## config.mk

```make
export PLATFORM = sky130hd
export DESIGN_NAME = rtc_bcd_utc_to_local_datetime
export DESIGN_NICKNAME = d
export VERILOG_FILES = /design/src/rtl/rtcbcd_pkg.sv /design/src/rtl/rtc_bcd_utc_to_local_datetime.sv
export VERILOG_INCLUDE_DIRS = /design/src /design/src/rtl
export SDC_FILE = /design/constraint.sdc
export NUM_CORES = 1
export LEC_CHECK = 0
export ABC_CLOCK_PERIOD_IN_PS = 7400
export BUFFER_PORTS_ARGS = -buffer_cell sky130_fd_sc_hd__buf_4
export CAP_MARGIN = 15
export CORE_MARGIN = 2
export CORE_UTILIZATION = 54
export DETAILED_ROUTE_END_ITERATION = 10
export HOLD_SLACK_MARGIN = 0.12
export PLACE_DENSITY = 0.92
export SLEW_MARGIN = 20
export SYNTH_ARGS = -nofsm -noshare
export SYNTH_HDL_FRONTEND = slang
export SYNTH_SLANG_ARGS = --single-unit
```

## constraint.sdc

```tcl
create_clock -name clock -period 7.4 [get_ports clock]
set_input_delay 1.11 -clock clock [delete_from_list [all_inputs] [get_ports clock]]
set_output_delay 1.11 -clock clock [all_outputs]
set_load 0.005 [all_outputs]
```

## src/rtl/rtc_bcd_utc_to_local_datetime_macros.svh

```systemverilog
// Assertion macros for the RTC BCD to local date and time block.
`ifndef RTC_BCD_UTC_TO_LOCAL_DATETIME_MACROS_SVH
`define RTC_BCD_UTC_TO_LOCAL_DATETIME_MACROS_SVH

// Same-cycle implication, disabled during reset.
`define RTCBCD_ASSERT_NOW(lbl, ante, cons, msg) \
   lbl: assert property (@(posedge clock) disable iff (reset) (ante) |-> (cons)) \
      else $error(msg);

// Next-cycle implication, disabled during reset.
`define RTCBCD_ASSERT_NEXT(lbl, ante, cons, msg) \
   lbl: assert property (@(posedge clock) disable iff (reset) (ante) |=> (cons)) \
      else $error(msg);

`endif

```

## src/rtl/rtcbcd_pkg.sv

```systemverilog
// Types, constants and decode functions for the RTC BCD to local date and time block.
package rtcbcd_pkg;

   localparam logic [2:0]  REG_TIMEZONE = 3'd0;
   localparam logic [11:0] YEAR_BASE    = 12'd2000;
   localparam logic [11:0] YEAR_FORCED  = 12'd2024;
   localparam logic [6:0]  YEAR_MIN_YY  = 7'd20;

   typedef struct packed {
      logic [7:0] year_bcd;
      logic [7:0] month_bcd;
      logic [7:0] date_bcd;
      logic [7:0] hours_bcd;
      logic [7:0] minutes_bcd;
      logic [7:0] seconds_bcd;
   } req_item_type;

   typedef struct packed {
      logic [11:0] local_year;
      logic [3:0]  local_month;
      logic [4:0]  local_day;
      logic [4:0]  local_hour;
      logic [5:0]  local_minute;
      logic [5:0]  local_second;
   } rsp_item_type;

   // tens*10 + units, either nibble up to 15
   function automatic logic [7:0] bcd_dec(input logic [7:0] v);
      logic [7:0] t;
      t = {4'b0000, v[7:4]};
      return (t << 3) + (t << 1) + {4'b0000, v[3:0]};
   endfunction

   // years seen here lie in 2019..2099
   function automatic logic is_leap(input logic [11:0] y);
      return (y[1:0] == 2'b00) && (y != 12'd2100);
   endfunction

   function automatic logic [4:0] month_days(input logic [3:0] m, input logic leap);
      logic [4:0] d;
      unique case (m)
         4'd4, 4'd6, 4'd9, 4'd11: d = 5'd30;
         4'd2:                    d = leap ? 5'd29 : 5'd28;
         default:                 d = 5'd31;
      endcase
      return d;
   endfunction

endpackage

```

## src/rtl/rtc_bcd_utc_to_local_datetime.sv

```systemverilog
// Top level: RTC BCD snapshot to local date and time with timezone carry.
// An accepted item passes the input register, then the result register, to rsp_tvalid.
// Throughput: one item per cycle while rsp_tready does not stall the output; decode
// and day/month/year carry are one combinational pass between the two registers.
// Reset: synchronous, active high; clears both valid flags and sets the
// timezone offset to 0.
`include "rtc_bcd_utc_to_local_datetime_macros.svh"

module rtc_bcd_utc_to_local_datetime
   import rtcbcd_pkg::*;
(
   input  logic        clock,
   input  logic        reset,
   input  logic        req_tvalid,
   output logic        req_tready,
   // seconds_bcd, minutes_bcd, hours_bcd, date_bcd, month_bcd, year_bcd
   input  logic [47:0] req_tdata,
   output logic        rsp_tvalid,
   input  logic        rsp_tready,
   // local_second, local_minute, local_hour, local_day, local_month, local_year, 2'b0
   output logic [39:0] rsp_tdata,
   // year_forced
   output logic        rsp_tuser,
   input  logic        csr_psel,
   input  logic        csr_penable,
   input  logic        csr_pwrite,
   input  logic [2:0]  csr_paddr,
   input  logic [31:0] csr_pwdata,
   output logic [31:0] csr_prdata,
   output logic        csr_pready
);

   logic signed [4:0] tz_ff, tz_in;
   logic              s1_valid_ff, s1_valid_in;
   req_item_type      s1_item_ff, s1_item_in;
   logic              out_valid_ff, out_valid_in;
   rsp_item_type      out_item_ff, out_item_in;
   logic              out_forced_ff, out_forced_in;

   logic              out_open;
   logic              s1_move;
   logic              req_take;
   logic              csr_write;

   logic [7:0]        sec_d, min_d, hr_d, day_d, mon_d, yy_d;
   logic [5:0]        sec_v, min_v;
   logic [4:0]        hr_v, day_v;
   logic [3:0]        mon_v, mon_prev;
   logic [6:0]        yy_v;
   logic [11:0]       year_v, year_prev;
   logic              forced_v;
   logic signed [6:0] hsum;
   logic [5:0]        day_inc;

   assign csr_pready = 1'b1;
   assign csr_write  = csr_psel & csr_penable & csr_pwrite & csr_pready;
   assign csr_prdata = {{27{tz_ff[4]}}, tz_ff};
   assign tz_in      = (csr_write && (csr_paddr[2] == REG_TIMEZONE[2])) ?
                       $signed(csr_pwdata[4:0]) : tz_ff;

   assign out_open   = !out_valid_ff || rsp_tready;
   assign s1_move    = s1_valid_ff && out_open;
   assign req_tready = !s1_valid_ff || out_open;
   assign req_take   = req_tvalid && req_tready;

   assign s1_valid_in  = req_take || (s1_valid_ff && !s1_move);
   assign s1_item_in   = req_take ? req_item_type'(req_tdata) : s1_item_ff;
   assign out_valid_in = s1_move || (out_valid_ff && !rsp_tready);

   always_comb begin
      sec_d = bcd_dec(s1_item_ff.seconds_bcd);
      min_d = bcd_dec(s1_item_ff.minutes_bcd);
      hr_d  = bcd_dec({2'b00, s1_item_ff.hours_bcd[5:0]});
      day_d = bcd_dec(s1_item_ff.date_bcd);
      mon_d = bcd_dec({1'b0, s1_item_ff.month_bcd[6:0]});
      yy_d  = bcd_dec(s1_item_ff.year_bcd);

      sec_v = (sec_d > 8'd59) ? 6'd59 : sec_d[5:0];
      min_v = (min_d > 8'd59) ? 6'd59 : min_d[5:0];
      hr_v  = (hr_d > 8'd23) ? 5'd23 : hr_d[4:0];
      day_v = (day_d > 8'd31) ? 5'd31 : ((day_d == 8'd0) ? 5'd1 : day_d[4:0]);
      mon_v = (mon_d > 8'd12) ? 4'd12 : ((mon_d == 8'd0) ? 4'd1 : mon_d[3:0]);
      yy_v  = (yy_d > 8'd99) ? 7'd99 : yy_d[6:0];

      forced_v = !s1_item_ff.month_bcd[7] || (yy_v < YEAR_MIN_YY);
      year_v   = forced_v ? YEAR_FORCED : (YEAR_BASE + {5'd0, yy_v});

      hsum      = $signed({2'b00, hr_v}) + $signed({{2{tz_ff[4]}}, tz_ff});
      day_inc   = {1'b0, day_v} + 6'd1;
      mon_prev  = (mon_v == 4'd1) ? 4'd12 : (mon_v - 4'd1);
      year_prev = (mon_v == 4'd1) ? (year_v - 12'd1) : year_v;

      out_item_in.local_second = sec_v;
      out_item_in.local_minute = min_v;
      out_item_in.local_hour   = hsum[4:0];
      out_item_in.local_day    = day_v;
      out_item_in.local_month  = mon_v;
      out_item_in.local_year   = year_v;

      if (hsum >= 7'sd24) begin
         out_item_in.local_hour = 5'(hsum - 7'sd24);
         if (day_inc > {1'b0, month_days(mon_v, is_leap(year_v))}) begin
            out_item_in.local_day = 5'd1;
            if (mon_v == 4'd12) begin
               out_item_in.local_month = 4'd1;
               out_item_in.local_year  = year_v + 12'd1;
            end else begin
               out_item_in.local_month = mon_v + 4'd1;
            end
         end else begin
            out_item_in.local_day = day_inc[4:0];
         end
      end else if (hsum < 7'sd0) begin
         out_item_in.local_hour = 5'(hsum + 7'sd24);
         if (day_v == 5'd1) begin
            out_item_in.local_month = mon_prev;
            out_item_in.local_year  = year_prev;
            out_item_in.local_day   = month_days(mon_prev, is_leap(year_prev));
         end else begin
            out_item_in.local_day = day_v - 5'd1;
         end
      end

      out_forced_in = forced_v;
   end

   always_ff @(posedge clock) begin
      if (reset) begin
         tz_ff        <= '0;
         s1_valid_ff  <= 1'b0;
         out_valid_ff <= 1'b0;
      end else begin
         tz_ff        <= tz_in;
         s1_valid_ff  <= s1_valid_in;
         out_valid_ff <= out_valid_in;
      end
   end

   always_ff @(posedge clock) begin
      s1_item_ff <= s1_item_in;
      if (s1_move) begin
         out_item_ff   <= out_item_in;
         out_forced_ff <= out_forced_in;
      end
   end

   assign rsp_tvalid = out_valid_ff;
   assign rsp_tdata  = {2'b00, out_item_ff};
   assign rsp_tuser  = out_forced_ff;

   `RTCBCD_ASSERT_NEXT(a_s1_hold, s1_valid_ff && !out_open,
      s1_valid_ff && $stable(s1_item_ff), "stalled item in input register changed or dropped")
   `RTCBCD_ASSERT_NEXT(a_s1_load, req_take, s1_valid_ff, "accepted item not held in input register")
   `RTCBCD_ASSERT_NOW(a_hour_range, rsp_tvalid, out_item_ff.local_hour <= 5'd23,
      "local hour out of range")
   `RTCBCD_ASSERT_NOW(a_date_range, rsp_tvalid,
      (out_item_ff.local_day != 5'd0) && (out_item_ff.local_month != 4'd0) &&
      (out_item_ff.local_month <= 4'd12), "local date out of range")

endmodule
```

Word-level counts from Yosys, hierarchy flattened
Cells that the tools add are included.
{"block": "totals", "ff_bits": 92, "latchBits": 0, "ram_bits": 0, "rom_bits": 0, "input_bits": 90, "output_inout_bits": 76, "wordCells": 111, "memories": 0}
{"block": "classes", "n_addsub": 22, "mul": 0, "div": 0, "n_lt_le_gt_ge": 10, "n_eq_ne": 15, "shifts": 0, "mux": 22, "bitwise_logic": 3, "reduce_logical": 23}
{"cell": "$mux W26", "n": 2}
{"cell": "$mux W12", "n": 3}
{"cell": "$add A7 B5 Y8", "n": 4}
{"cell": "$add A8 B4 Y8", "n": 4}
{"cell": "$mux W16", "n": 2}
{"cell": "$mux W5", "n": 6}
{"cell": "$ne A12 B12 Y1 const B", "n": 2}
{"cell": "$eq A4 B4 Y1 const B", "n": 5}
{"cell": "$eq A4 B3 Y1 const B", "n": 4}
{"cell": "$gt A8 B6 Y1 const B", "n": 2}
{"cell": "$logic_not A8 Y1", "n": 2}
{"cell": "$mux W4", "n": 4}
{"cell": "$add A6 B4 Y7", "n": 2}
{"cell": "$add A11 B7 Y12 const A", "n": 1}
{"cell": "$add A12 B1 Y12 const B", "n": 1}
{"cell": "$sub A12 B1 Y12 const B", "n": 1}
{"cell": "$pmux W5 S2", "n": 1}
{"cell": "$add A7 B4 Y8", "n": 1}
{"cell": "$eq A4 B2 Y1 const B", "n": 2}
{"cell": "$gt A8 B4 Y1 const B", "n": 1}
{"cell": "$gt A8 B5 Y1 const B", "n": 1}
{"cell": "$gt A8 B7 Y1 const B", "n": 1}
{"cell": "$reduce_or A4 Y1", "n": 2}
{"cell": "$add A6 B5 Y7", "n": 1}
{"cell": "other kinds (23)", "n": 40}

Logic depth before layout (Yosys ltp)
{"block": "logic_depth", "depth_word": 16, "ltp_mapped": 25, "ltp_nobuf": 24}

Worst setup path before layout
Ideal clock, no wire load.
{"block": "synth_timing", "kind": "register to register", "from": "reg s1_item_ff[44] (netlist bit)", "to": "reg out_item_ff (netlist bit rsp_tdata[33]), data pin", "setup_ps": 259, "arrival_ps": 4976, "t_required_ps": 7141, "slack_ps": 2165, "stages_incl_launch_ff": 24, "path_buffers": 1, "period_less_slack_ps": 5235, "cell_sequence": "edfxtp_1 > fa_1 > fa_1 > buf_2 > xnor2_1 > nor2_1 > a32oi_1 > inv_1 > ha_1 > inv_1 > ha_1 > inv_1 > or4_1 > o21ai_0 > a21oi_1 > ha_1 > nand2_1 > o2111ai_1 > o221ai_1 > o2111ai_1 > nand2b_1 > nor3_2 > a31oi_1 > a211o_1"}
{"item": "start, declared", "line_no": "rtc_bcd_utc_to_local_datetime.sv:35", "source": "req_item_type s1_item_ff, s1_item_in;"}
{"item": "start signal, assigned", "line_no": "rtc_bcd_utc_to_local_datetime.sv:140", "source": "s1_item_ff <= s1_item_in;"}
{"item": "end signal, assigned", "line_no": "rtc_bcd_utc_to_local_datetime.sv:142", "source": "out_item_ff <= out_item_in;"}
{"item": "end, declared", "line_no": "rtc_bcd_utc_to_local_datetime.sv:37", "source": "rsp_item_type out_item_ff, out_item_in;"}

==> impl_metrics.json <==
{
  "outcome": "finished clean",
  "fin_total_pwr_w": 0.00151,
  "drtIter0Drc": 418,
  "hp-class": "flop to flop",
  "synth_edf_count": 85,
  "worstSetupPathType": "flop to flop",
  "drive_above_1_share_pct": 24.3,
  "nets": 851,
  "yosysSeqAreaShare_pct": 43.2,
  "layout_commonest_cell": "buf_4",
  "slew_violations": 0,
  "hold_slack_ps": 510,
  "cp.arrival_ps": 6580,
  "postCtsHoldBufs": 0,
  "ys_warn_count": 0,
  "critPathMaxFanout": 8,
  "met1_usage_pct": 28.3,
  "clk_pin_slew_worst_paths_ps": 70,
  "antenna_found_initial": 0,
  "start_util_pct": 55.0,
  "top_usage_layer": "met2",
  "met3_usage_pct": 4.35,
  "grt_pass1_vias": 4898,
  "pre_cts_slack_ps": 1140,
  "dp.cells": 821,
  "drc_errors": 0,
  "numCtsBuffers": 9,
  "timing.setup.tns_ps": 0,
  "seq_area_sq_mm": 0.00269,
  "grt_max_degree": 47,
  "antenna_cells": 0,
  "finalCriticalPeriod_ps": 6480,
  "fp.dieH_microns": 111,
  "post-cts-setup-buffer-count": 0,
  "die_area_sq_mm": 0.0124,
  "end_kind": "flop",
  "relSlewSlack_pct": 31.2,
  "avgSynthCellArea_sq_um": 10.6,
  "maxCapViolations": 0,
  "fin_crit_sh_pct": 87.6,
  "drtAntennaViolNets": 0,
  "p_leak_nw": 3.13,
  "setup_slack_ps": 916,
  "clk_path_buf_depth": 2,
  "via_per_inst": 5.98,
  "clock-root-buffer": "clkbuf_16",
  "io_buffer_count": 131,
  "clock_latency_ps": 340,
  "power_density_mw_per_mm2": 203,
  "worst_slew_pin_slew_ps": 1030,
  "synth_seq_cells": 92,
  "cts_sinks": 92,
  "instances_no_fill": 838,
  "h-tree-depth": 3,
  "gp_congestion": 0.914,
  "grt_usage_pct": 22.7,
  "rsz0062_at_grt": "false",
  "grt_remaining_overflow": 0,
  "layout_common_cells": "buf_4 (131), edfxtp_1 (85), ha_1 (59)",
  "syn_to_final_growth_pct": 19.2,
  "required_ps": 7500,
  "max_freq_mhz": 154,
  "multi_input_comb_area_sq_mm": 0.00312,
  "yosysUniqueCellTypes": 77,
  "synth_area_sq_mm": 0.00623,
  "synth-main-ff-cell": "edfxtp_1",
  "cts_tree": "yes",
  "via_count": 5015,
  "grt_pass1_wl_mm": 23.1,
  "firstDrtPassIters": 5,
  "routedWlPerCell_microns": 17.1,
  "die_w_microns": 111,
  "setup_viol": 0,
  "hold_violations": 0,
  "routed_wl_mm": 14.3,
  "rows": 39,
  "async_flop_share_pct": 0,
  "ioPinCount": 166,
  "fill_cells": 871,
  "dp_hpwl_mm": 10.5,
  "ir_worst_vdd_mv": 0.125,
  "use_met2_pct": 39.3,
  "finalClockSkew_ps": 8.70,
  "cts.repair.resized": 0,
  "syn-instance-count": 587,
  "coreArea_sq_mm": 0.0113,
  "cp-start-kind": "flop"
}
[kinds of logic (layout without fill, tap and decap cells)]
kind of cell    after synthesis  count (layout)  synth area share, %
simple gates                175             175                 14.5
compound gates              134             134                 14.9
other cells                   2               3                0.121
buf+inv                      82             189                 6.81
xor+xnor                     18              18                 2.53
fa+ha+maj                    72              72                 15.9
mux                          12              12                 1.97
flops                        92              92                 43.2
[metal layers]
layer	wire, microns	vias to the layer above
li1	-	2364
met4	310	0
met5	0	-
met1	5620	2357
met3	1090	36
met2	7280	258
[sequential cells by signal, summed over array words and instances, names as in the netlist]
register and cells:
tz_ff 5, rsp_tvalid 1, s1_valid_ff 1, rsp_tuser 1, rsp_tdata 38, s1_item_ff 46
[power by group]
| part | switching [W] | internal (W) | total, W | leakage [nW] |
|---|---|---|---|---|
| clock | 0.000192 | 0.000226 | 0.000418 | 0.131 |
| combinational | 0.000265 | 0.000192 | 0.000456 | 2.14 |
| sequential | 0.0000170 | 0.000616 | 0.000633 | 0.854 |
| total | 0.000474 | 0.00103 | 0.00151 | 3.13 |
[critical path, cell delays in order (launching register included)]
cell and delay [ps]:
edfxtp_1 430, fa_1 540, fa_1 580, maj3_2 360, o22ai_1 190, o21bai_1 150
a222oi_1 820, inv_1 210, o21ai_1 400, ha_1 220, o21ai_0 120, a21oi_1 210
ha_1 260, nand2_1 90, o2111ai_1 120, o221ai_1 290, o2111ai_1 200, nor2_1 520
a41oi_1 230, xnor2_1 240, nor2_1 60
[cell type report]
class                           count  share of cell area [%]
Multi-Input combinational cell    414                    42.1
Timing Repair Buffer              132                    13.5
Clock buffer                        9                    3.03
Clock inverter                      7                   0.573
Inverter                           41                    2.07
Tap cell                          143                    2.41
Sequential cell                    92                    36.3
[per-stage QoR]
step | cell area (sq um) | utilization (%)
after floorplan | 6230 | -
after global placement | 7130 | 63.0
after detailed placement | 7130 | 63.0
after CTS | 7400 | 65.4
after global routing | 7420 | 65.6
final | 7420 | 65.6
[synthesized netlist by cell type, types with 3 or more instances]
cell	count	area [sq um]
inv_1	40	150
nand3_1	10	50.1
buf_4	30	225
xnor2_1	11	96.3
o21a_1	5	37.5
and2_1	3	18.8
o2111ai_1	3	26.3
a22oi_1	4	30.0
o22ai_1	4	25.0
fa_1	12	240
o31ai_1	5	37.5
o221ai_1	3	26.3
a21oi_1	31	155
a21o_1	5	37.5
a31oi_1	5	31.3
mux2i_1	10	100
a211o_1	3	26.3
dfxtp_1	7	140
a211oi_1	5	37.5
nand2_1	30	113
or4_1	3	22.5
or2_2	5	31.3
o21bai_1	4	30.0
buf_2	3	15.0
o21ai_0	20	100
a21boi_0	4	30.0
o211ai_1	6	45.0
nor3_1	12	60.1
nor2_1	52	195
ha_1	59	738
nand4_1	9	56.3
clkbuf_1	8	30.0
nor2b_1	8	50.1
or3_1	7	43.8
nor4_1	7	43.8
and3_1	7	43.8
xor2_1	7	61.3
edfxtp_1	85	2550
nand2b_1	8	50.1
[final timing paths]
| check | endpoint | cells past startpoint | startpoint | slack [ps] |
|---|---|---|---|---|
| max | rsp_tdata[30] | 20 | s1_item_ff[44] | 920 |
| min | rsp_tdata[0] | 1 | s1_item_ff[0] | 510 |
| max reg2reg | rsp_tdata[30] | 20 | s1_item_ff[44] | 920 |
| min reg2reg | rsp_tdata[0] | 1 | s1_item_ff[0] | 510 |
No activity file was read; power rests on OpenSTA's default activity.
